$ cat src/rtl/cartesian_to_polar_macros.svh
// ----------------------------------------------------------------------------
// Assertion macros for the cartesian-to-polar converter
// Concurrent assertion wrappers; they expand to nothing in synthesis builds.
// ----------------------------------------------------------------------------
`ifndef CARTESIAN_TO_POLAR_MACROS_SVH
`define CARTESIAN_TO_POLAR_MACROS_SVH
`ifndef SYNTHESIS
// Assertion sampled on the rising clock edge and switched off during reset.
`define C2P_ASSERT(lbl, clk, rst_n, prop, msg) \
  lbl: assert property (@(posedge clk) disable iff (!rst_n) (prop)) else $error(msg);
// Assertion that must also hold while reset is applied.
`define C2P_ASSERT_ALWAYS(lbl, clk, prop, msg) \
  lbl: assert property (@(posedge clk) (prop)) else $error(msg);
`else
`define C2P_ASSERT(lbl, clk, rst_n, prop, msg)
`define C2P_ASSERT_ALWAYS(lbl, clk, prop, msg)
`endif
`endif

$ cat src/rtl/c2p_pkg.sv
`timescale 1ns / 1ps
// ----------------------------------------------------------------------------
// c2p_pkg
// Widths, constants, control types and the arctangent table shared by the
// cartesian-to-polar converter.
// ----------------------------------------------------------------------------
package c2p_pkg;

  localparam int COORD_WIDTH  = 16;
  localparam int ANGLE_WIDTH  = 16;

  // CORDIC iterations and angle accumulator (binary angle, 2pi = 2^ACC_W).
  localparam int CORDIC_STEPS = 32;
  localparam int STEP_IDX_W   = $clog2(CORDIC_STEPS);
  localparam int ACC_W        = 32;

  // Coordinates are scaled up before the rotations so that the truncation of
  // the shifted terms stays far below one angle LSB.
  localparam int PRESHIFT     = 60 - COORD_WIDTH;
  // The rotated vector grows by the CORDIC gain (about 1.65) and by up to
  // sqrt(2) for a corner point; two guard bits hold that.
  localparam int CW           = COORD_WIDTH + PRESHIFT + 2;

  localparam int SQ_W         = 2 * COORD_WIDTH;
  localparam int REM_W        = COORD_WIDTH + 1;
  localparam int ANGLE_SHIFT  = ACC_W - ANGLE_WIDTH;

  localparam logic [ACC_W-1:0] ACC_HALF_TURN = {1'b1, {(ACC_W-1){1'b0}}};

  typedef struct packed {
    logic valid;
    logic origin;
  } c2p_ctl_t;

  // atan(2^-i) in units of 2pi/2^32.
  function automatic logic [ACC_W-1:0] atan_lut(input logic [STEP_IDX_W-1:0] idx);
    logic [ACC_W-1:0] val;
    case (idx)
      5'd0:    val = 32'h2000_0000;
      5'd1:    val = 32'h12E4_051E;
      5'd2:    val = 32'h09FB_385B;
      5'd3:    val = 32'h0511_11D4;
      5'd4:    val = 32'h028B_0D43;
      5'd5:    val = 32'h0145_D7E1;
      5'd6:    val = 32'h00A2_F61E;
      5'd7:    val = 32'h0051_7C55;
      5'd8:    val = 32'h0028_BE53;
      5'd9:    val = 32'h0014_5F2F;
      5'd10:   val = 32'h000A_2F98;
      5'd11:   val = 32'h0005_17CC;
      5'd12:   val = 32'h0002_8BE6;
      5'd13:   val = 32'h0001_45F3;
      5'd14:   val = 32'h0000_A2F9;
      5'd15:   val = 32'h0000_517D;
      5'd16:   val = 32'h0000_28BE;
      5'd17:   val = 32'h0000_145F;
      5'd18:   val = 32'h0000_0A30;
      5'd19:   val = 32'h0000_0518;
      5'd20:   val = 32'h0000_028C;
      5'd21:   val = 32'h0000_0146;
      5'd22:   val = 32'h0000_00A3;
      5'd23:   val = 32'h0000_0051;
      5'd24:   val = 32'h0000_0029;
      5'd25:   val = 32'h0000_0014;
      5'd26:   val = 32'h0000_000A;
      5'd27:   val = 32'h0000_0005;
      5'd28:   val = 32'h0000_0003;
      5'd29:   val = 32'h0000_0001;
      5'd30:   val = 32'h0000_0001;
      default: val = 32'h0000_0000;
    endcase
    return val;
  endfunction

endpackage

$ cat src/rtl/c2p_if.sv
`timescale 1ns / 1ps
// ----------------------------------------------------------------------------
// c2p channel interfaces
// Valid/ready channels for the input points and the polar results.
// ----------------------------------------------------------------------------
interface c2p_in_if;
  logic                                     valid;
  logic                                     ready;
  logic signed [c2p_pkg::COORD_WIDTH-1:0]   x_coord;
  logic signed [c2p_pkg::COORD_WIDTH-1:0]   y_coord;

  modport source (output valid, output x_coord, output y_coord, input ready);
  modport sink   (input valid, input x_coord, input y_coord, output ready);
endinterface


$ cat src/rtl/c2p_front.sv
`timescale 1ns / 1ps
// ----------------------------------------------------------------------------
// c2p_front
// Input stage: squares the coordinates, folds the left half plane onto the
// right one and scales the vector for the CORDIC rotations.
// ----------------------------------------------------------------------------
module c2p_front (
  input  logic                                 clk_i,
  input  logic                                 rst_ni,
  input  logic                                 en_i,
  c2p_in_if.sink                               in_i,
  output c2p_pkg::c2p_ctl_t                    ctl_o,
  output logic signed [c2p_pkg::CW-1:0]        x_o,
  output logic signed [c2p_pkg::CW-1:0]        y_o,
  output logic [c2p_pkg::ACC_W-1:0]            z_o,
  output logic [c2p_pkg::SQ_W-1:0]             sqx_o,
  output logic [c2p_pkg::SQ_W-1:0]             sqy_o
);

  localparam int CW = c2p_pkg::CW;
  localparam int N  = c2p_pkg::COORD_WIDTH;

  logic signed [CW-1:0]          xe, ye;
  logic                          neg;
  logic signed [c2p_pkg::SQ_W-1:0] sqx_w, sqy_w;

  c2p_pkg::c2p_ctl_t             ctl_d, ctl_q;
  logic signed [CW-1:0]          x_d, x_q, y_d, y_q;
  logic [c2p_pkg::ACC_W-1:0]     z_d, z_q;
  logic [c2p_pkg::SQ_W-1:0]      sqx_q, sqy_q;

  assign in_i.ready = en_i;

  assign xe  = {{(CW-N){in_i.x_coord[N-1]}}, in_i.x_coord};
  assign ye  = {{(CW-N){in_i.y_coord[N-1]}}, in_i.y_coord};
  assign neg = in_i.x_coord[N-1];

  assign sqx_w = in_i.x_coord * in_i.x_coord;
  assign sqy_w = in_i.y_coord * in_i.y_coord;

  always_comb begin
    ctl_d.valid  = in_i.valid;
    ctl_d.origin = (in_i.x_coord == '0) && (in_i.y_coord == '0);
    // A point in the left half plane is turned by half a turn first.
    x_d = (neg ? -xe : xe) <<< c2p_pkg::PRESHIFT;
    y_d = (neg ? -ye : ye) <<< c2p_pkg::PRESHIFT;
    z_d = neg ? c2p_pkg::ACC_HALF_TURN : '0;
  end

  always_ff @(posedge clk_i or negedge rst_ni) begin
    if (!rst_ni) begin
      ctl_q <= '0;
    end else if (en_i) begin
      ctl_q <= ctl_d;
    end
  end

  always_ff @(posedge clk_i) begin
    if (en_i) begin
      x_q   <= x_d;
      y_q   <= y_d;
      z_q   <= z_d;
      sqx_q <= $unsigned(sqx_w);
      sqy_q <= $unsigned(sqy_w);
    end
  end

  assign ctl_o = ctl_q;
  assign x_o   = x_q;
  assign y_o   = y_q;
  assign z_o   = z_q;
  assign sqx_o = sqx_q;
  assign sqy_o = sqy_q;

endmodule

$ cat src/flat_wrapper.sv
// flat-port wrapper written by rule: the top's interface ports become plain ports
module c2p_front_flat 
  (clk_i, rst_ni, en_i, ctl_o, x_o, y_o, z_o, sqx_o, sqy_o, in_i_valid, in_i_x_coord, in_i_y_coord, in_i_ready);
  c2p_in_if in_i_i ();
  input  logic clk_i;
  input  logic rst_ni;
  input  logic en_i;
  output c2p_pkg::c2p_ctl_t ctl_o;
  output logic signed [c2p_pkg::CW-1:0] x_o;
  output logic signed [c2p_pkg::CW-1:0] y_o;
  output logic [c2p_pkg::ACC_W-1:0] z_o;
  output logic [c2p_pkg::SQ_W-1:0] sqx_o;
  output logic [c2p_pkg::SQ_W-1:0] sqy_o;
  input wire logic [$bits(in_i_i.valid)-1:0] in_i_valid;
  input wire logic [$bits(in_i_i.x_coord)-1:0] in_i_x_coord;
  input wire logic [$bits(in_i_i.y_coord)-1:0] in_i_y_coord;
  output wire logic [$bits(in_i_i.ready)-1:0] in_i_ready;
  assign in_i_i.valid = in_i_valid;
  assign in_i_i.x_coord = in_i_x_coord;
  assign in_i_i.y_coord = in_i_y_coord;
  assign in_i_ready = in_i_i.ready;
  c2p_front u_core (.clk_i(clk_i), .rst_ni(rst_ni), .en_i(en_i), .in_i(in_i_i), .ctl_o(ctl_o), .x_o(x_o), .y_o(y_o), .z_o(z_o), .sqx_o(sqx_o), .sqy_o(sqy_o));
endmodule
$ cat config.mk
export PLATFORM = sky130hd
export DESIGN_NAME = c2p_front_flat
export DESIGN_NICKNAME = d
export VERILOG_FILES = /design/src/rtl/cartesian_to_polar_macros.svh /design/src/rtl/c2p_pkg.sv /design/src/rtl/c2p_if.sv /design/src/rtl/c2p_front.sv /design/src/flat_wrapper.sv
export SDC_FILE = /design/constraint.sdc
export NUM_CORES = 1
export LEC_CHECK = 0
export BUFFER_PORTS_ARGS = -buffer_cell sky130_fd_sc_hd__buf_4
export CELL_PAD_IN_SITES_DETAIL_PLACEMENT = 1
export CELL_PAD_IN_SITES_GLOBAL_PLACEMENT = 2
export CORE_ASPECT_RATIO = 0.7
export CORE_MARGIN = 5
export CORE_UTILIZATION = 39
export CTS_CLUSTER_DIAMETER = 200
export CTS_CLUSTER_SIZE = 10
export DETAILED_ROUTE_END_ITERATION = 6
export GPL_ROUTABILITY_DRIVEN = 0
export PLACE_DENSITY = 0.92
export SYNTH_ARGS = -nofsm -noshare
export SYNTH_HDL_FRONTEND = slang
export SYNTH_SLANG_ARGS = --single-unit
$ cat constraint.sdc
create_clock -name clk_i -period 0.95 [get_ports clk_i]
set_clock_uncertainty 0.05 [all_clocks]
set_input_delay 0.19 -clock clk_i [delete_from_list [all_inputs] [get_ports clk_i]]
set_output_delay 0.19 -clock clk_i [all_outputs]
set_load 0.005 [all_outputs]
Word-level counts from Yosys, hierarchy flattened
Cells that the tools add are included.
Word-level totals
  logic and storage cells: 18
  input bits: 36
  output and inout port bits: 223
  flip-flop bits (word level): 134
Operators by class
  multiplexer cells: 3
  $mul: 2
  add/sub/neg operators: 2
  reductions and logical operators: 3
Operators with widths (count)
  16-bit by 16-bit multiplier with 32-bit output: 2
  16-bit negation with 18-bit output: 2
  16-bit zero test: 2
  32-bit two-way mux: 1
  18-bit two-way mux: 1
  15-bit two-way mux: 1
  1-bit logical AND: 1

Longest topological paths before layout
  depth in word-level cells: 2
  depth in mapped cells: 26
  gate-level depth less buffers: 24

Worst setup path before layout
Ideal clock, no wire load.
  kind: input to register
  from: in in_i_x_coord[15]
  to: reg u_core.sqx_q, in the netlist u_core.sqx_o[31] (data pin)
  cell stages on the path: 23
  data arrival time: 6417 ps
  data required time: 640 ps
  path slack: -5777 ps
  buffers on the path: 3
  setup time: 260 ps
  path through: clkbuf_1 -> inv_1 -> clkbuf_1 -> buf_1 -> nor2_1 -> fa_1 -> fa_1 -> fa_1 -> fa_1 -> fa_1 -> inv_1 -> fa_1 -> inv_1 -> ha_1 -> a21o_1 -> a21o_1 -> a21oi_1 -> o21ai_0 -> o41ai_2 -> a21oi_1 -> o21a_1 -> nor2_2 -> xnor2_1
On the way
  word-level cells in the longest chain between the ends: 1
Ends and longest elaborated chain
  from (decl): line flat_wrapper.sv:15  | input wire logic [$bits(in_i_i.x_coord)-1:0] in_i_x_coord;
  16-bit by 16-bit multiplier with 32-bit output: line c2p_front.sv:38  | assign sqx_w = in_i.x_coord * in_i.x_coord;
  net u_core.sqx_w, one bit: line c2p_front.sv:25  | logic signed [c2p_pkg::SQ_W-1:0] sqx_w, sqy_w;
  to (signal assigned): line c2p_front.sv:63  | sqx_q <= $unsigned(sqx_w);
  to (decl): line c2p_front.sv:30  | logic [c2p_pkg::SQ_W-1:0] sqx_q, sqy_q;
The timed path passes the listed nets, and every way through them passes these cells.
A chain may end at the register's enable or synchronous reset.

Worst setup path after layout
  from: in in_i_x_coord[10]
  to: reg u_core.sqx_q, in the netlist u_core.sqx_o[30] (data pin)
Same word-level chain as after synthesis.

==> impl_results.md <==
- Share of Yosys cell area claimed by the top area cell type: 42.1%
- Final #Nets: 3532
- Via density: 4.78
- Max cap viols: 0
- Yosys top cell by area: fa_1
- Pre-Repair DR Iteration Count: 5
- Final wirelength: 73800 um
- Required time of the critical path: 1.06 ns
- Startpoint type of the worst setup path: input pin
- Final Max Tran Viols: 0
- RSZ-0062 raised after global routing: true
- Kind of critical path: in2reg
- Initial Util: 39.4%
- Sequential fraction of the synthesis area: 13.2%
- Dpl hpwl: 59600 um
- Post-Synth Simple-Gate Area: 8.48%
- Clk buf depth: 2
- Post-synth EDFFs: 97
- Clock sink total: 99
- Top post-synthesis cells by count: inv_1 (628), fa_1 (470), nand2_1 (182)
- Vias in the first global route: 20.8k
- Top post-synthesis cells by area: fa_1 (42%), edfxtp_1 (13%), inv_1 (11%)
- Post-placement cell area: 28200 sq um
- Die width: 296 um
- Port Buffers: 137
- Most used DFF post-synth: edfxtp_1
- Initial antenna violation count: 0
- Compound-Gate Fraction of Synth Area: 5.73%
- Mapped Area: 22400 sq um
- Failing checks: negative setup slack
- Period utilisation layout: 619%
- Crit path time final: 5.88 ns
- # DRC: 0
- Remaining antenna violation count: 0
- Io pins: 259
- FMAX: 170 MHz
- Final hold slack: 0.0535 ns
- Ant diodes: 0
- Syn_area_per_cell: 9.83 sq um
- Largest net degree at the start of global routing: 37
- Fill count: 6191
- Synthesized instance count: 2275
- Synth async-reset ratio: 2.02%
- Total grt overflow: 0
- Worst-skew pair later-pin latency: 0.40 ns
- DP Cell Count: 3522
- Core Rows: 73
- Most common cell in the synthesized netlist: inv_1
- Largest family of logic cells by synthesized area: adder cells
- Clock root cell: clkbuf_16
- Die area: 62300 sq um
- Warnings from Yosys: 0
- Via count: 17.2k
- Slew @ Worst Pin: 0.512 ns
- First-pass GRT wire length: 114000 um
- Worst Slack Setup Final: -4.93 ns
- CTS tree: done
- Final Util: 54.0%
- Drt first-iter violations: 595
- Hold crit path type: in2async
- Status: complete, but fails checks
- Adder-cell share of the synthesized area: 52.1%
- Gr usage total: 23.6%
- Post-Layout Cell Count: 3601
- CTS Buf Count: 9
- Post-route design area: 30700 sq um
- Area of the core: 56800 sq um
- Die Y: 210 um
- Routed len/inst: 20.5 um
- Worst reg2reg path depth: 1
- Max-slew headroom: 65.6%
- # H-tree levels: 3
- Clock-pin slew on the worst setup and hold paths: 0.09 ns
- Setup violators final: 190
- Final Hold Viols: 0
- CP Capture Type: register
- CP Max Fanout: 5
- Share of cells above drive strength 1: 36.0%
- Synth Area in XOR/XNOR: 4.35%
- Area growth syn-to-layout: 37.3%
- Synth cell types: 68
- Crit path DAT: 5.99 ns
- Mux cell area share after synthesis: 0.140%
- Synth Register Bits: 99
-- what timing repair did --
| action | CTS | global route |
|---|---|---|
| buffers inserted | 26 | 38 |
| hold buffers | 2 | 0 |
| endpoints found under the setup margin | 192 | 190 |
| endpoints found under the hold margin | 3 | 0 |
| resized for setup | 260 | 155 |
| cloned | 1 | 3 |
| pin swaps | 97 | 70 |
-- kinds of logic after synthesis --
family                   Yosys count
other                              1
flip-flops                        99
adder cells (fa/ha/maj)          650
AND/OR/NAND/NOR                  416
XOR/XNOR                         111
multiplexers                       3
AO/OA/AOI/OAI                    172
buffers and inverters            823
-- per-layer routing --
layer / vias up / wire (um) / global-route usage (%)
met5: - / 0 / 0
met3: 128 / 3160 / 4.63
met1: 9019 / 30700 / 29.6
li1: 7670 / - / -
met4: 0 / 2080 / 7.01
met2: 382 / 37900 / 41.6
-- final timing paths --
path	from	end	slack (ns)
setup / recovery	in_i_x_coord[10]	u_core.sqx_o[30]	-4.93
setup reg to reg	u_core.ctl_o[1]	u_core.ctl_o[1]	0.14
hold reg to reg	u_core.ctl_o[1]	u_core.ctl_o[1]	0.50
hold / removal	rst_ni	u_core.ctl_o[0]	0.05
min in group clk_i	in_i_y_coord[0]	u_core.sqy_o[0]	0.12
max in group asynchronous	rst_ni	u_core.ctl_o[1]	0.71
-- worst max-delay path: stages --
cell	delay [ns]
buf_4	0.13
inv_1	0.10
nor2_2	0.18
fa_1	0.44
inv_1	0.10
fa_2	0.45
fa_1	0.43
fa_1	0.54
inv_1	0.07
fa_1	0.54
inv_2	0.04
fa_1	0.49
inv_2	0.05
ha_4	0.23
a21o_1	0.19
a221o_1	0.39
buf_6	0.14
a41oi_4	0.27
o22ai_4	0.16
nor4_4	0.25
nor4_4	0.07
a2111oi_4	0.27
a22oi_2	0.10
xor2_1	0.17
-- placed cells by master, fill, tap and decap left out, drive strengths merged, types with 4 or more instances in the layout --
cell type / synthesis / routed
a2111oi: 5 / 5
a211oi: 4 / 4
a21o: 26 / 26
a21oi: 43 / 43
a31o: 10 / 10
and2: 60 / 60
and3: 7 / 7
buf: 131 / 621
clkbuf: 57 / 13
clkinv: 5 / 5
conb: 1 / 123
edfxtp: 97 / 97
fa: 470 / 470
ha: 180 / 180
inv: 630 / 634
nand2: 182 / 182
nand2b: 6 / 6
nand3: 19 / 19
nor2: 96 / 96
nor2b: 4 / 4
nor3: 19 / 19
nor4: 9 / 9
o211ai: 4 / 4
o21a: 11 / 11
o21ai: 26 / 26
o21bai: 11 / 11
o31ai: 7 / 7
o41ai: 6 / 6
or2: 4 / 4
or3: 4 / 4
xnor2: 94 / 94
xor2: 17 / 17
-- state kept, by name, summed over array words and instances, names as in the netlist --
register,count
u_core.y_o,17
u_core.sqy_o,31
u_core.z_o,1
u_core.ctl_o,2
u_core.x_o,17
u_core.sqx_o,31
-- layout make-up --
cell class | count | area [sq um] | area share [%]
repair buffers | 626 | 5600 | 18.2
well taps | 750 | 938 | 3.06
inverters | 635 | 2470 | 8.05
flip-flops and latches | 99 | 2960 | 9.65
multi-input cells | 1475 | 18500 | 60.1
clock inverters | 6 | 53.8 | 0.175
clock buffers | 10 | 229 | 0.746
-- per-stage QoR --
step | TNS (ns) | setup slack, ns
floorplan | -228.61 | -4.96
global placement | -283.68 | -5.41
detailed placement | -292.75 | -5.47
CTS | -254.55 | -4.83
global route | -271.85 | -5.07
finish | -261.75 | -4.93
Power is left out: the tool's default activity adds up to more than one toggle a clock period on the data nets, which glitch-free logic cannot reach.
