**src/rtl/cartesian_to_polar_macros.svh**
```systemverilog
// ----------------------------------------------------------------------------
// Assertion macros for the cartesian-to-polar converter
// Concurrent assertion wrappers; they expand to nothing in synthesis builds.
// ----------------------------------------------------------------------------
`ifndef CARTESIAN_TO_POLAR_MACROS_SVH
`define CARTESIAN_TO_POLAR_MACROS_SVH
`ifndef SYNTHESIS
// Assertion sampled on the rising clock edge and switched off during reset.
`define C2P_ASSERT(lbl, clk, rst_n, prop, msg) \
  lbl: assert property (@(posedge clk) disable iff (!rst_n) (prop)) else $error(msg);
// Assertion that must also hold while reset is applied.
`define C2P_ASSERT_ALWAYS(lbl, clk, prop, msg) \
  lbl: assert property (@(posedge clk) (prop)) else $error(msg);
`else
`define C2P_ASSERT(lbl, clk, rst_n, prop, msg)
`define C2P_ASSERT_ALWAYS(lbl, clk, prop, msg)
`endif
`endif

```
**src/rtl/c2p_pkg.sv**
```systemverilog
`timescale 1ns / 1ps
// ----------------------------------------------------------------------------
// c2p_pkg
// Widths, constants, control types and the arctangent table shared by the
// cartesian-to-polar converter.
// ----------------------------------------------------------------------------
package c2p_pkg;

  localparam int COORD_WIDTH  = 16;
  localparam int ANGLE_WIDTH  = 16;

  // CORDIC iterations and angle accumulator (binary angle, 2pi = 2^ACC_W).
  localparam int CORDIC_STEPS = 32;
  localparam int STEP_IDX_W   = $clog2(CORDIC_STEPS);
  localparam int ACC_W        = 32;

  // Coordinates are scaled up before the rotations so that the truncation of
  // the shifted terms stays far below one angle LSB.
  localparam int PRESHIFT     = 60 - COORD_WIDTH;
  // The rotated vector grows by the CORDIC gain (about 1.65) and by up to
  // sqrt(2) for a corner point; two guard bits hold that.
  localparam int CW           = COORD_WIDTH + PRESHIFT + 2;

  localparam int SQ_W         = 2 * COORD_WIDTH;
  localparam int REM_W        = COORD_WIDTH + 1;
  localparam int ANGLE_SHIFT  = ACC_W - ANGLE_WIDTH;

  localparam logic [ACC_W-1:0] ACC_HALF_TURN = {1'b1, {(ACC_W-1){1'b0}}};

  typedef struct packed {
    logic valid;
    logic origin;
  } c2p_ctl_t;

  // atan(2^-i) in units of 2pi/2^32.
  function automatic logic [ACC_W-1:0] atan_lut(input logic [STEP_IDX_W-1:0] idx);
    logic [ACC_W-1:0] val;
    case (idx)
      5'd0:    val = 32'h2000_0000;
      5'd1:    val = 32'h12E4_051E;
      5'd2:    val = 32'h09FB_385B;
      5'd3:    val = 32'h0511_11D4;
      5'd4:    val = 32'h028B_0D43;
      5'd5:    val = 32'h0145_D7E1;
      5'd6:    val = 32'h00A2_F61E;
      5'd7:    val = 32'h0051_7C55;
      5'd8:    val = 32'h0028_BE53;
      5'd9:    val = 32'h0014_5F2F;
      5'd10:   val = 32'h000A_2F98;
      5'd11:   val = 32'h0005_17CC;
      5'd12:   val = 32'h0002_8BE6;
      5'd13:   val = 32'h0001_45F3;
      5'd14:   val = 32'h0000_A2F9;
      5'd15:   val = 32'h0000_517D;
      5'd16:   val = 32'h0000_28BE;
      5'd17:   val = 32'h0000_145F;
      5'd18:   val = 32'h0000_0A30;
      5'd19:   val = 32'h0000_0518;
      5'd20:   val = 32'h0000_028C;
      5'd21:   val = 32'h0000_0146;
      5'd22:   val = 32'h0000_00A3;
      5'd23:   val = 32'h0000_0051;
      5'd24:   val = 32'h0000_0029;
      5'd25:   val = 32'h0000_0014;
      5'd26:   val = 32'h0000_000A;
      5'd27:   val = 32'h0000_0005;
      5'd28:   val = 32'h0000_0003;
      5'd29:   val = 32'h0000_0001;
      5'd30:   val = 32'h0000_0001;
      default: val = 32'h0000_0000;
    endcase
    return val;
  endfunction

endpackage

```
**src/rtl/c2p_if.sv**
```systemverilog


interface c2p_out_if;
  logic                              valid;
  logic                              ready;
  logic [c2p_pkg::COORD_WIDTH-1:0]   radius;
  logic [c2p_pkg::ANGLE_WIDTH-1:0]   angle;

  modport source (output valid, output radius, output angle, input ready);
  modport sink   (input valid, input radius, input angle, output ready);
endinterface

```
**src/rtl/c2p_outbuf.sv**
```systemverilog
`timescale 1ns / 1ps
// ----------------------------------------------------------------------------
// c2p_outbuf
// Final rounding of radius and angle, and a two-entry output register with
// skid slot that decouples the pipeline from the result consumer.
// ----------------------------------------------------------------------------
`include "cartesian_to_polar_macros.svh"

module c2p_outbuf (
  input  logic                                 clk_i,
  input  logic                                 rst_ni,
  input  c2p_pkg::c2p_ctl_t                    ctl_i,
  input  logic [c2p_pkg::ACC_W-1:0]            z_i,
  input  logic [c2p_pkg::COORD_WIDTH-1:0]      root_i,
  input  logic [c2p_pkg::REM_W-1:0]            rem_i,
  output logic                                 advance_o,
  c2p_out_if.source                            out_o
);

  localparam int ACC_W = c2p_pkg::ACC_W;
  localparam logic [ACC_W:0] RND_HALF =
    (ACC_W+1)'((64'd1 << c2p_pkg::ANGLE_SHIFT) >> 1);

  typedef struct packed {
    logic [c2p_pkg::COORD_WIDTH-1:0] radius;
    logic [c2p_pkg::ANGLE_WIDTH-1:0] angle;
  } res_t;

  res_t  res_w, out_d, out_q, skid_d, skid_q;
  logic  out_valid_d, out_valid_q, skid_valid_d, skid_valid_q;
  logic  push, take;
  logic  round_up;

  function automatic logic [c2p_pkg::REM_W-1:0] REM_W_ONE(input logic b);
    return {{(c2p_pkg::REM_W-1){1'b0}}, b};
  endfunction

  // Remainder above the root means the exact root lies past root + 1/2.
  assign round_up = rem_i > {1'b0, root_i};

  always_comb begin
    res_w.radius = c2p_pkg::COORD_WIDTH'({1'b0, root_i} + REM_W_ONE(round_up));
    res_w.angle  = c2p_pkg::ANGLE_WIDTH'(({1'b0, z_i} + RND_HALF) >> c2p_pkg::ANGLE_SHIFT);
    if (ctl_i.origin) begin
      res_w.angle = '0;
    end
  end

  assign advance_o = !skid_valid_q;
  assign push      = ctl_i.valid && advance_o;
  assign take      = out_valid_q && out_o.ready;

  always_comb begin
    out_valid_d  = out_valid_q;
    out_d        = out_q;
    skid_valid_d = skid_valid_q;
    skid_d       = skid_q;
    if (take || !out_valid_q) begin
      if (skid_valid_q) begin
        out_valid_d  = 1'b1;
        out_d        = skid_q;
        skid_valid_d = 1'b0;
      end else begin
        out_valid_d  = push;
        out_d        = res_w;
      end
    end else if (push) begin
      skid_valid_d = 1'b1;
      skid_d       = res_w;
    end
  end

  always_ff @(posedge clk_i or negedge rst_ni) begin
    if (!rst_ni) begin
      out_valid_q  <= 1'b0;
      skid_valid_q <= 1'b0;
    end else begin
      out_valid_q  <= out_valid_d;
      skid_valid_q <= skid_valid_d;
    end
  end

  always_ff @(posedge clk_i) begin
    out_q  <= out_d;
    skid_q <= skid_d;
  end

  assign out_o.valid  = out_valid_q;
  assign out_o.radius = out_q.radius;
  assign out_o.angle  = out_q.angle;

  `C2P_ASSERT(a_skid_behind_out, clk_i, rst_ni, skid_valid_q |-> out_valid_q, "skid slot full while output register empty")
  `C2P_ASSERT(a_skid_kept, clk_i, rst_ni, (skid_valid_q && !take) |=> skid_valid_q, "skid entry dropped without a transfer")
  `C2P_ASSERT(a_skid_drain, clk_i, rst_ni, (skid_valid_q && take) |=> (out_valid_q && !skid_valid_q), "skid entry not moved to the output register")

endmodule

```
**src/flat_wrapper.sv**
```systemverilog
// flat-port wrapper written by rule: the top's interface ports become plain ports
module c2p_outbuf_flat 
  (clk_i, rst_ni, ctl_i, z_i, root_i, rem_i, advance_o, out_o_valid, out_o_radius, out_o_angle, out_o_ready);
  c2p_out_if out_o_i ();
  input  logic clk_i;
  input  logic rst_ni;
  input  c2p_pkg::c2p_ctl_t ctl_i;
  input  logic [c2p_pkg::ACC_W-1:0] z_i;
  input  logic [c2p_pkg::COORD_WIDTH-1:0] root_i;
  input  logic [c2p_pkg::REM_W-1:0] rem_i;
  output logic advance_o;
  output wire logic [$bits(out_o_i.valid)-1:0] out_o_valid;
  output wire logic [$bits(out_o_i.radius)-1:0] out_o_radius;
  output wire logic [$bits(out_o_i.angle)-1:0] out_o_angle;
  input wire logic [$bits(out_o_i.ready)-1:0] out_o_ready;
  assign out_o_valid = out_o_i.valid;
  assign out_o_radius = out_o_i.radius;
  assign out_o_angle = out_o_i.angle;
  assign out_o_i.ready = out_o_ready;
  c2p_outbuf u_core (.clk_i(clk_i), .rst_ni(rst_ni), .ctl_i(ctl_i), .z_i(z_i), .root_i(root_i), .rem_i(rem_i), .advance_o(advance_o), .out_o(out_o_i));
endmodule
```
**config.mk**
```make
export PLATFORM = sky130hd
export DESIGN_NAME = c2p_outbuf_flat
export DESIGN_NICKNAME = d
export VERILOG_FILES = /design/src/rtl/c2p_pkg.sv /design/src/rtl/c2p_if.sv /design/src/rtl/c2p_outbuf.sv /design/src/flat_wrapper.sv
export VERILOG_INCLUDE_DIRS = /design/src /design/src/rtl
export SDC_FILE = /design/constraint.sdc
export NUM_CORES = 1
export LEC_CHECK = 0
export BUFFER_PORTS_ARGS = -buffer_cell sky130_fd_sc_hd__buf_2
export CAP_MARGIN = 10
export CORE_MARGIN = 8
export CORE_UTILIZATION = 30
export DETAILED_ROUTE_END_ITERATION = 6
export GPL_TIMING_DRIVEN = 0
export HOLD_SLACK_MARGIN = 0.12
export MAX_ROUTING_LAYER = met4
export SYNTH_ARGS = -nofsm -noshare
export SYNTH_HDL_FRONTEND = slang
export SYNTH_SLANG_ARGS = --single-unit
```
**constraint.sdc**
```tcl
create_clock -name clk_i -period 4.2 [get_ports clk_i]
set_input_delay 0.63 -clock clk_i [delete_from_list [all_inputs] [get_ports clk_i]]
set_output_delay 0.63 -clock clk_i [all_outputs]
set_load 0.05 [all_outputs]
```
* Word level (Yosys, flattened, before mapping)
Cells that the tools add are included.
Word-level totals: output and inout bits 34, word-level logic and storage cells 22, bits of input ports 70, register bits after elaboration 66
Operators by class: bitwise gates (word level) 1, $add $sub $neg 2, mux-type cells 5, order comparisons 1, reduce and logical (&&, ||, !) cells 7
Operators by type and width (number):
- $add A32 B16 Y32 const B | 1
- $mux W32 | 1
- $gt A17 B16 Y1 | 1
- $add A16 B1 Y16 | 1
- $mux W16 | 1
- $mux W1 | 3
- $logic_and A1 B1 Y1 | 2
- $logic_not A1 Y1 | 2
- $reduce_and A2 Y1 | 1
- $reduce_bool A2 Y1 | 1
- $logic_or A1 B1 Y1 | 1
- $not A1 Y1 | 1

* Depth between registers and ports, before layout
Gate-level depths: netlist of the first run.
depth in word-level cells 4, gate-level depth with buffers 13

* Worst setup path after synthesis of the first run
Ideal clock, no wire load.
path kind register -> register, start reg u_core.out_valid_q (netlist: u_core.out_o.valid), end reg u_core.skid_q[0] (netlist bit) (enable), path buffers 0, arrival 3969 ps, setup slack -237 ps, stages on the path, launching flop included 3, period minus slack after synthesis 4437 ps, cell sequence dfrtp_1 > nand2b_1 > nor3b_1
Between the ends: cells in the longest elaborated chain, start to end 4
RTL lines:
- start: declaration | RTL line c2p_outbuf.sv:30 | logic out_valid_d, out_valid_q, skid_valid_d, skid_valid_q;
- start signal: assignment | RTL line c2p_outbuf.sv:78 | out_valid_q <= out_valid_d;
- $logic_and A1 B1 Y1 or $logic_not A1 Y1 (tied branches) | RTL line c2p_outbuf.sv:51, c2p_outbuf.sv:58
- $logic_or A1 B1 Y1 * | RTL line c2p_outbuf.sv:58 | if (take || !out_valid_q) begin
- $not A1 Y1 (no source line) *
- $reduce_and A2 Y1 (no source line) *
- end signal: assignment | RTL line c2p_outbuf.sv:85 | skid_q <= skid_d;
- end: declaration | RTL line c2p_outbuf.sv:29 | res_t res_w, out_d, out_q, skid_d, skid_q;
Mark *: on every way between the ends. The rest lies on a longest branch, timed or not. A chain may end at the register's enable or synchronous reset.

==> qor.yml, run 1 <==
final_common_cell: "buf_2"
fp.dieW_um: 122
fin_tns_setup_ns: 0
clkPwrFrac_pct: 37.5
path_cells: "buf_2 > inv_1 > ha_1 > nand3_1 > o21bai_1 > a31oi_1 > o31ai_1 > a22oi_1 > ha_1 > and3_4 > and3_1 > or3b_1 > xnor2_2 > mux2_1"
synth-compound-area-share_pct: 4.92
postRouteAntennaNets: 0
area_delta_synth_final_pct: 27.7
nets: 466
synth.area.mux_share_pct: 5.66
synth_xor_area_share_pct: 7.73
p_total_mw: 1.83
crit_top_cell: "ha_1"
synth_ff_type: "edfxtp_1"
cap_violations: 0
intPower_mw: 1.34
ios: 104
first_global_vias: 2552
maxSlewViolCount: 0
cp_data_required_time_ns: 4.26
cp-start-kind: "input port"
hold_class: "flop to flop"
synth_cells: 277
p_leak_nw: 1.72
placed_area_um2: 4030
core_area_um2: 10900
critical_path_class: "input port to flop"
route.detailed.drc: 0
gr-total-overflow: 0
drive_gt1_share_pct: 31.5
postSynthAreaPerCell_um2: 12.2
switching_power_uw: 495
cts.sinks: 66
avgRoutedWirePerCell_um: 14.6
vias: 2403
layout.cells.non_filler: 521
routed_wl_um: 7610
layout_common_cells: "buf_2, edfxtp_1, nand2_1"
synth_top_area_share_pct: 56.8
die-area_um2: 14900
hold_viol: 0
synth_area_leaders: "edfxtp_1, ha_1, mux2_2"
start_util_pct: 30.9
max_stage_delay_ns: 0.39
yosys.area_share.simple_pct: 13.6
dr.pass1.iters: 4
end_kind: "flop"
ys_warn_count: 0
worstPathArrival_ns: 3.39
period_share_pct: 79.2
grt_pass1_wl_um: 12100
clock_path_buffers: 2
postSynth.asyncResetShare_pct: 3.03
placed_cells: 505
fin_crit_ns: 3.33
seq_power_share_pct: 43.7
viasPerCell: 4.61
die_height_um: 122
grt_use_total_pct: 10.5
io_buffers: 87
yosysTopAreaCell: "edfxtp_1"
synth_top_family_by_area: "simple AND/OR/NAND/NOR gates"
rows: 38
htreeDepth: 3
rsz0062_at_grt: "no"
combPwrFrac_pct: 18.7
gp_congestion: 0.785
synth_cell_types: 38
insertion_delay_ns: 0.32
pwr_density_cell_nw_per_um2: 424
synth_edf_count: 64
slowest_stage: "or3b_1"
cp_max_fo: 4
finish.instance_area_um2: 4320
drt-initial-drc-count: 114
postLayoutCoreUtil_pct: 39.5
switching_share_pct: 27.0
synth-seq-cells: 66
place_hpwl_um: 5980
setup_viol: 0
numCtsBuffers: 9
peakVddDrop_uv: 191
path_clk_slew_ns: 0.05
cts_tree: "built"
cts_root_buffer: "clkbuf_16"
fmax_mhz: 301
fin_skew_ns: 0.00450
slew_headroom_pct: 36.3
tightestPinTransition_ns: 0.954
synth-seq-area-share_pct: 58.3
insertedDiodeCount: 0
status: "complete, no violations"
grt_max_degree: 36
syn_nets: 366
grt_antenna_before_repair: 0
syn-cell-area_um2: 3380
synthAdderAreaFrac_pct: 7.03
[final cells by class]
class | instances | area (um2)
multi-input combinational | 186 | 1330
timing repair buffer | 89 | 473
inverter | 18 | 67.6
buffer | 7 | 26.3
clock buffer | 10 | 229
fill | 1059 | 6620
tap | 140 | 175
clock inverter | 5 | 46.3
sequential | 66 | 1970
[layer usage]
layer  part of all wire (%)  global-route usage [%]  up-vias
met5                      0                       -        -
met4                    1.4                    4.42        0
met3                    8.7                    2.73       10
met2                     43                    16.1       98
met1                     47                    12.9     1091
li1                       -                       -     1204
[power by group through the flow]
| stage | clock network (mW) | registers, mW | logic (mW) |
|---|---|---|---|
| after floorplan | 0 | 0.935 | 0.112 |
| after global placement | 0 | 0.815 | 0.335 |
| after detailed placement | 0 | 0.814 | 0.344 |
| after CTS | 0.703 | 0.802 | 0.346 |
| after global routing | 0.727 | 0.805 | 0.370 |
| final | 0.687 | 0.801 | 0.343 |
[metrics by stage]
stage               worst slack [ns]  hold WS (ns)
floorplan                      0.879         0.334
global placement              -0.135         0.426
finish                         0.873         0.523
detailed placement             0.574         0.424
CTS                            0.904         0.521
global route                   0.699         0.536
[state kept, by name, summed over array words and instances, names as in the netlist]
name                 flops
u_core.out_o.angle      16
u_core.out_o.radius     16
u_core.out_o.valid       1
u_core.skid_q           32
u_core.skid_valid_q      1
[cell families (layout without fill, tap and decap cells)]
group | Yosys count | count (layout)
compound gates | 26 | 26
mux | 17 | 17
buf+inv | 25 | 129
fa+ha+maj | 19 | 19
xor+xnor | 29 | 29
simple gates | 95 | 95
flops | 66 | 66
[what timing repair did]
action,in CTS,in global routing
hold buffers,1,0
setup endpoints to repair,0,0
hold endpoints to repair,2,0
setup buffers,0,0
resized for setup,0,0
[worst max-delay path, delay by kind of cell]
family,cells,cell delay [ns]
AOI/OAI and AO/OA,4,0.67
xor gates and xnor gates,1,0.16
adders and majority gates,2,0.54
buffers and inverters,2,0.20
muxes,1,0.30
and+or+nand+nor,4,0.91
[worst paths after layout]
path,start,to,slack (ns),cells after the start
max,root_i[4],u_core.out_o.radius[15],0.87,14
min,u_core.skid_q[5],u_core.out_o.angle[5],0.52,2
max reg2reg,u_core.out_o.valid,u_core.skid_q[25],1.82,3
min reg2reg,u_core.skid_q[5],u_core.out_o.angle[5],0.52,2
max in group asynchronous,rst_ni,u_core.out_o.valid,3.46,2
min in group asynchronous,rst_ni,u_core.skid_valid_q,0.64,2
[Yosys cell counts (all sizes together), types with 2 or more instances]
library cell,number
o21ai,7
o31ai,9
edfxtp,64
xor2,8
nor2,24
nand4,6
clkbuf,6
mux2,17
nor3,7
ha,19
nor4,2
nand2,30
nand3,12
a21oi,4
inv,17
and4,2
xnor2,21
nor2b,2
dfrtp,2
and3,4
No activity file was read; power rests on OpenSTA's default activity.
==> inputs of run 2 (changes only) <==
clock period = 2.65 ns   (was 4.2 ns; I/O delays follow)
==> run 2 against run 1 <==
The run now ends with setup timing left; highest routed layer unchanged; via count up 6.6%; clock power is 91% higher; combinational power rose by 86%; non-clock buffer count increased by 15; flip-flop and latch count is the same.
==> qor.yml, run 2 (synthesized netlist as in run 1, its figures left out) <==
status: "complete, but fails checks"
violations: "setup timing"
routed_wl_um: 8360
avgRoutedWirePerCell_um: 15.6
core_area_um2: 10900
grt_pass1_wl_um: 13300
insertion_delay_ns: 0.32
cp-start-kind: "input port"
nets: 481
cts_tree: "built"
rows: 38
path_cells: "buf_2 > inv_1 > ha_4 > nand3_4 > nor3_4 > o31ai_1 > a22oi_2 > ha_2 > and3_4 > and3_4 > or3b_4 > xnor2_2 > mux2_4"
p_total_mw: 3.21
fp.dieW_um: 122
viasPerCell: 4.77
end_kind: "flop"
crit_top_cell: "and3_4"
rsz0062_at_grt: "yes"
largest_reg_flops: 32
largest-register: "u_core.skid_q"
htreeDepth: 3
cts_root_buffer: "clkbuf_16"
die-area_um2: 14900
finish.instance_area_um2: 4860
die_height_um: 122
io_buffers: 87
gp_congestion: 0.801
p_leak_nw: 1.91
numCtsBuffers: 9
cp_data_required_time_ns: 2.72
route.detailed.drc: 0
final_common_cell: "buf_2"
hold_ws_ns: 0.329
critical_path_class: "input port to flop"
max_stage_delay_ns: 0.38
ios: 104
slowest_stage: "or3b_4"
area_delta_synth_final_pct: 43.6
fin_skew_ns: 0.00474
drt-initial-drc-count: 138
worstPathArrival_ns: 2.79
postRouteAntennaNets: 0
dr.pass1.iters: 4
layout_common_cells: "buf_2, edfxtp_1, nand2_1"
period_share_pct: 103
drive_gt1_share_pct: 44.6
slew_headroom_pct: 36.1
tightestPinTransition_ns: 0.958
grt_use_total_pct: 11.7
hold_class: "input port to flop"
maxSlewViolCount: 0
setup_viol: 5
first_global_vias: 2786
grt_antenna_before_repair: 0
vias: 2562
grt_max_degree: 36
start_util_pct: 30.9
cp_max_fo: 3
cts.sinks: 66
clock_path_buffers: 2
hold_viol: 0
pwr_density_cell_nw_per_um2: 662
cap_violations: 0
place_hpwl_um: 6170
gr-total-overflow: 0
fmax_mhz: 367
fin_ws_ns: -0.0758
placed_area_um2: 4110
insertedDiodeCount: 0
peakVddDrop_uv: 320
num-fill-cells: 1010
fin_crit_ns: 2.73
dpl_worst_slack_ns: -0.598
path_clk_slew_ns: 0.05
run 2: layout make-up:
class	count	area, um2	area share [%]
clock buffer	9	225	4.64
buffer	7	26.3	0.541
tap	140	175	3.61
sequential	66	1970	40.6
multi-input combinational	186	1610	33.2
clock inverter	7	108	2.22
timing repair buffer	104	651	13.4
inverter	18	85.1	1.75
run 2: where the power goes:
part	total (mW)	switching [mW]	internal [mW]
Sequential	1.27	0.0202	1.25
Combinational	0.637	0.419	0.218
Clock	1.31	0.402	0.907
run 2: per-stage QoR:
stage / setup TNS, ns / instances / utilization, %
floorplan: -0.206 / 277 / -
global placement: -15.86 / 504 / 37.3
detailed placement: -7.29 / 505 / 37.6
CTS: -0.198 / 533 / 42.8
global route: -0.827 / 537 / 44.4
finish: -0.168 / 537 / 44.4
run 2: worst paths after layout:
| kind | from | to | slack [ns] | cells past startpoint |
|---|---|---|---|---|
| max in group asynchronous | rst_ni | u_core.skid_valid_q | 2.15 | 2 |
| max reg2reg | u_core.out_o.valid | u_core.skid_q[25] | 0.26 | 3 |
| min in group asynchronous | rst_ni | u_core.out_o.valid | 0.40 | 2 |
| max | root_i[13] | u_core.out_o.radius[15] | -0.08 | 13 |
| min reg2reg | u_core.skid_q[8] | u_core.out_o.angle[8] | 0.52 | 2 |
| min | ctl_i[1] | u_core.out_o.valid | 0.33 | 3 |
run 2: metal layers:
metal  vias up  global-route usage, %  part of all wire, %
li1       1243                      -                    -
met1      1213                   13.7                   45
met2       101                   18.9                   46
met3         5                   2.64                  8.1
met4         0                   5.03                 0.90
met5         -                      -                    0
run 2: repair_timing:
action | 4_1_cts | 5_1_grt
endpoints found under the hold margin | 2 | 0
pin swaps | 16 | 13
setup endpoints to repair | 8 | 16
setup buffers | 11 | 4
resized for setup | 28 | 27
hold buffers | 1 | 0
run 2: critical path, delay by kind of cell:
| kind | cells | cell delay, ns |
|---|---|---|
| muxes | 1 | 0.25 |
| AOI/OAI and AO/OA | 2 | 0.28 |
| and+or+nand+nor | 5 | 1.01 |
| buffers and inverters | 2 | 0.20 |
| adders and majority gates | 2 | 0.50 |
| xor gates and xnor gates | 1 | 0.15 |
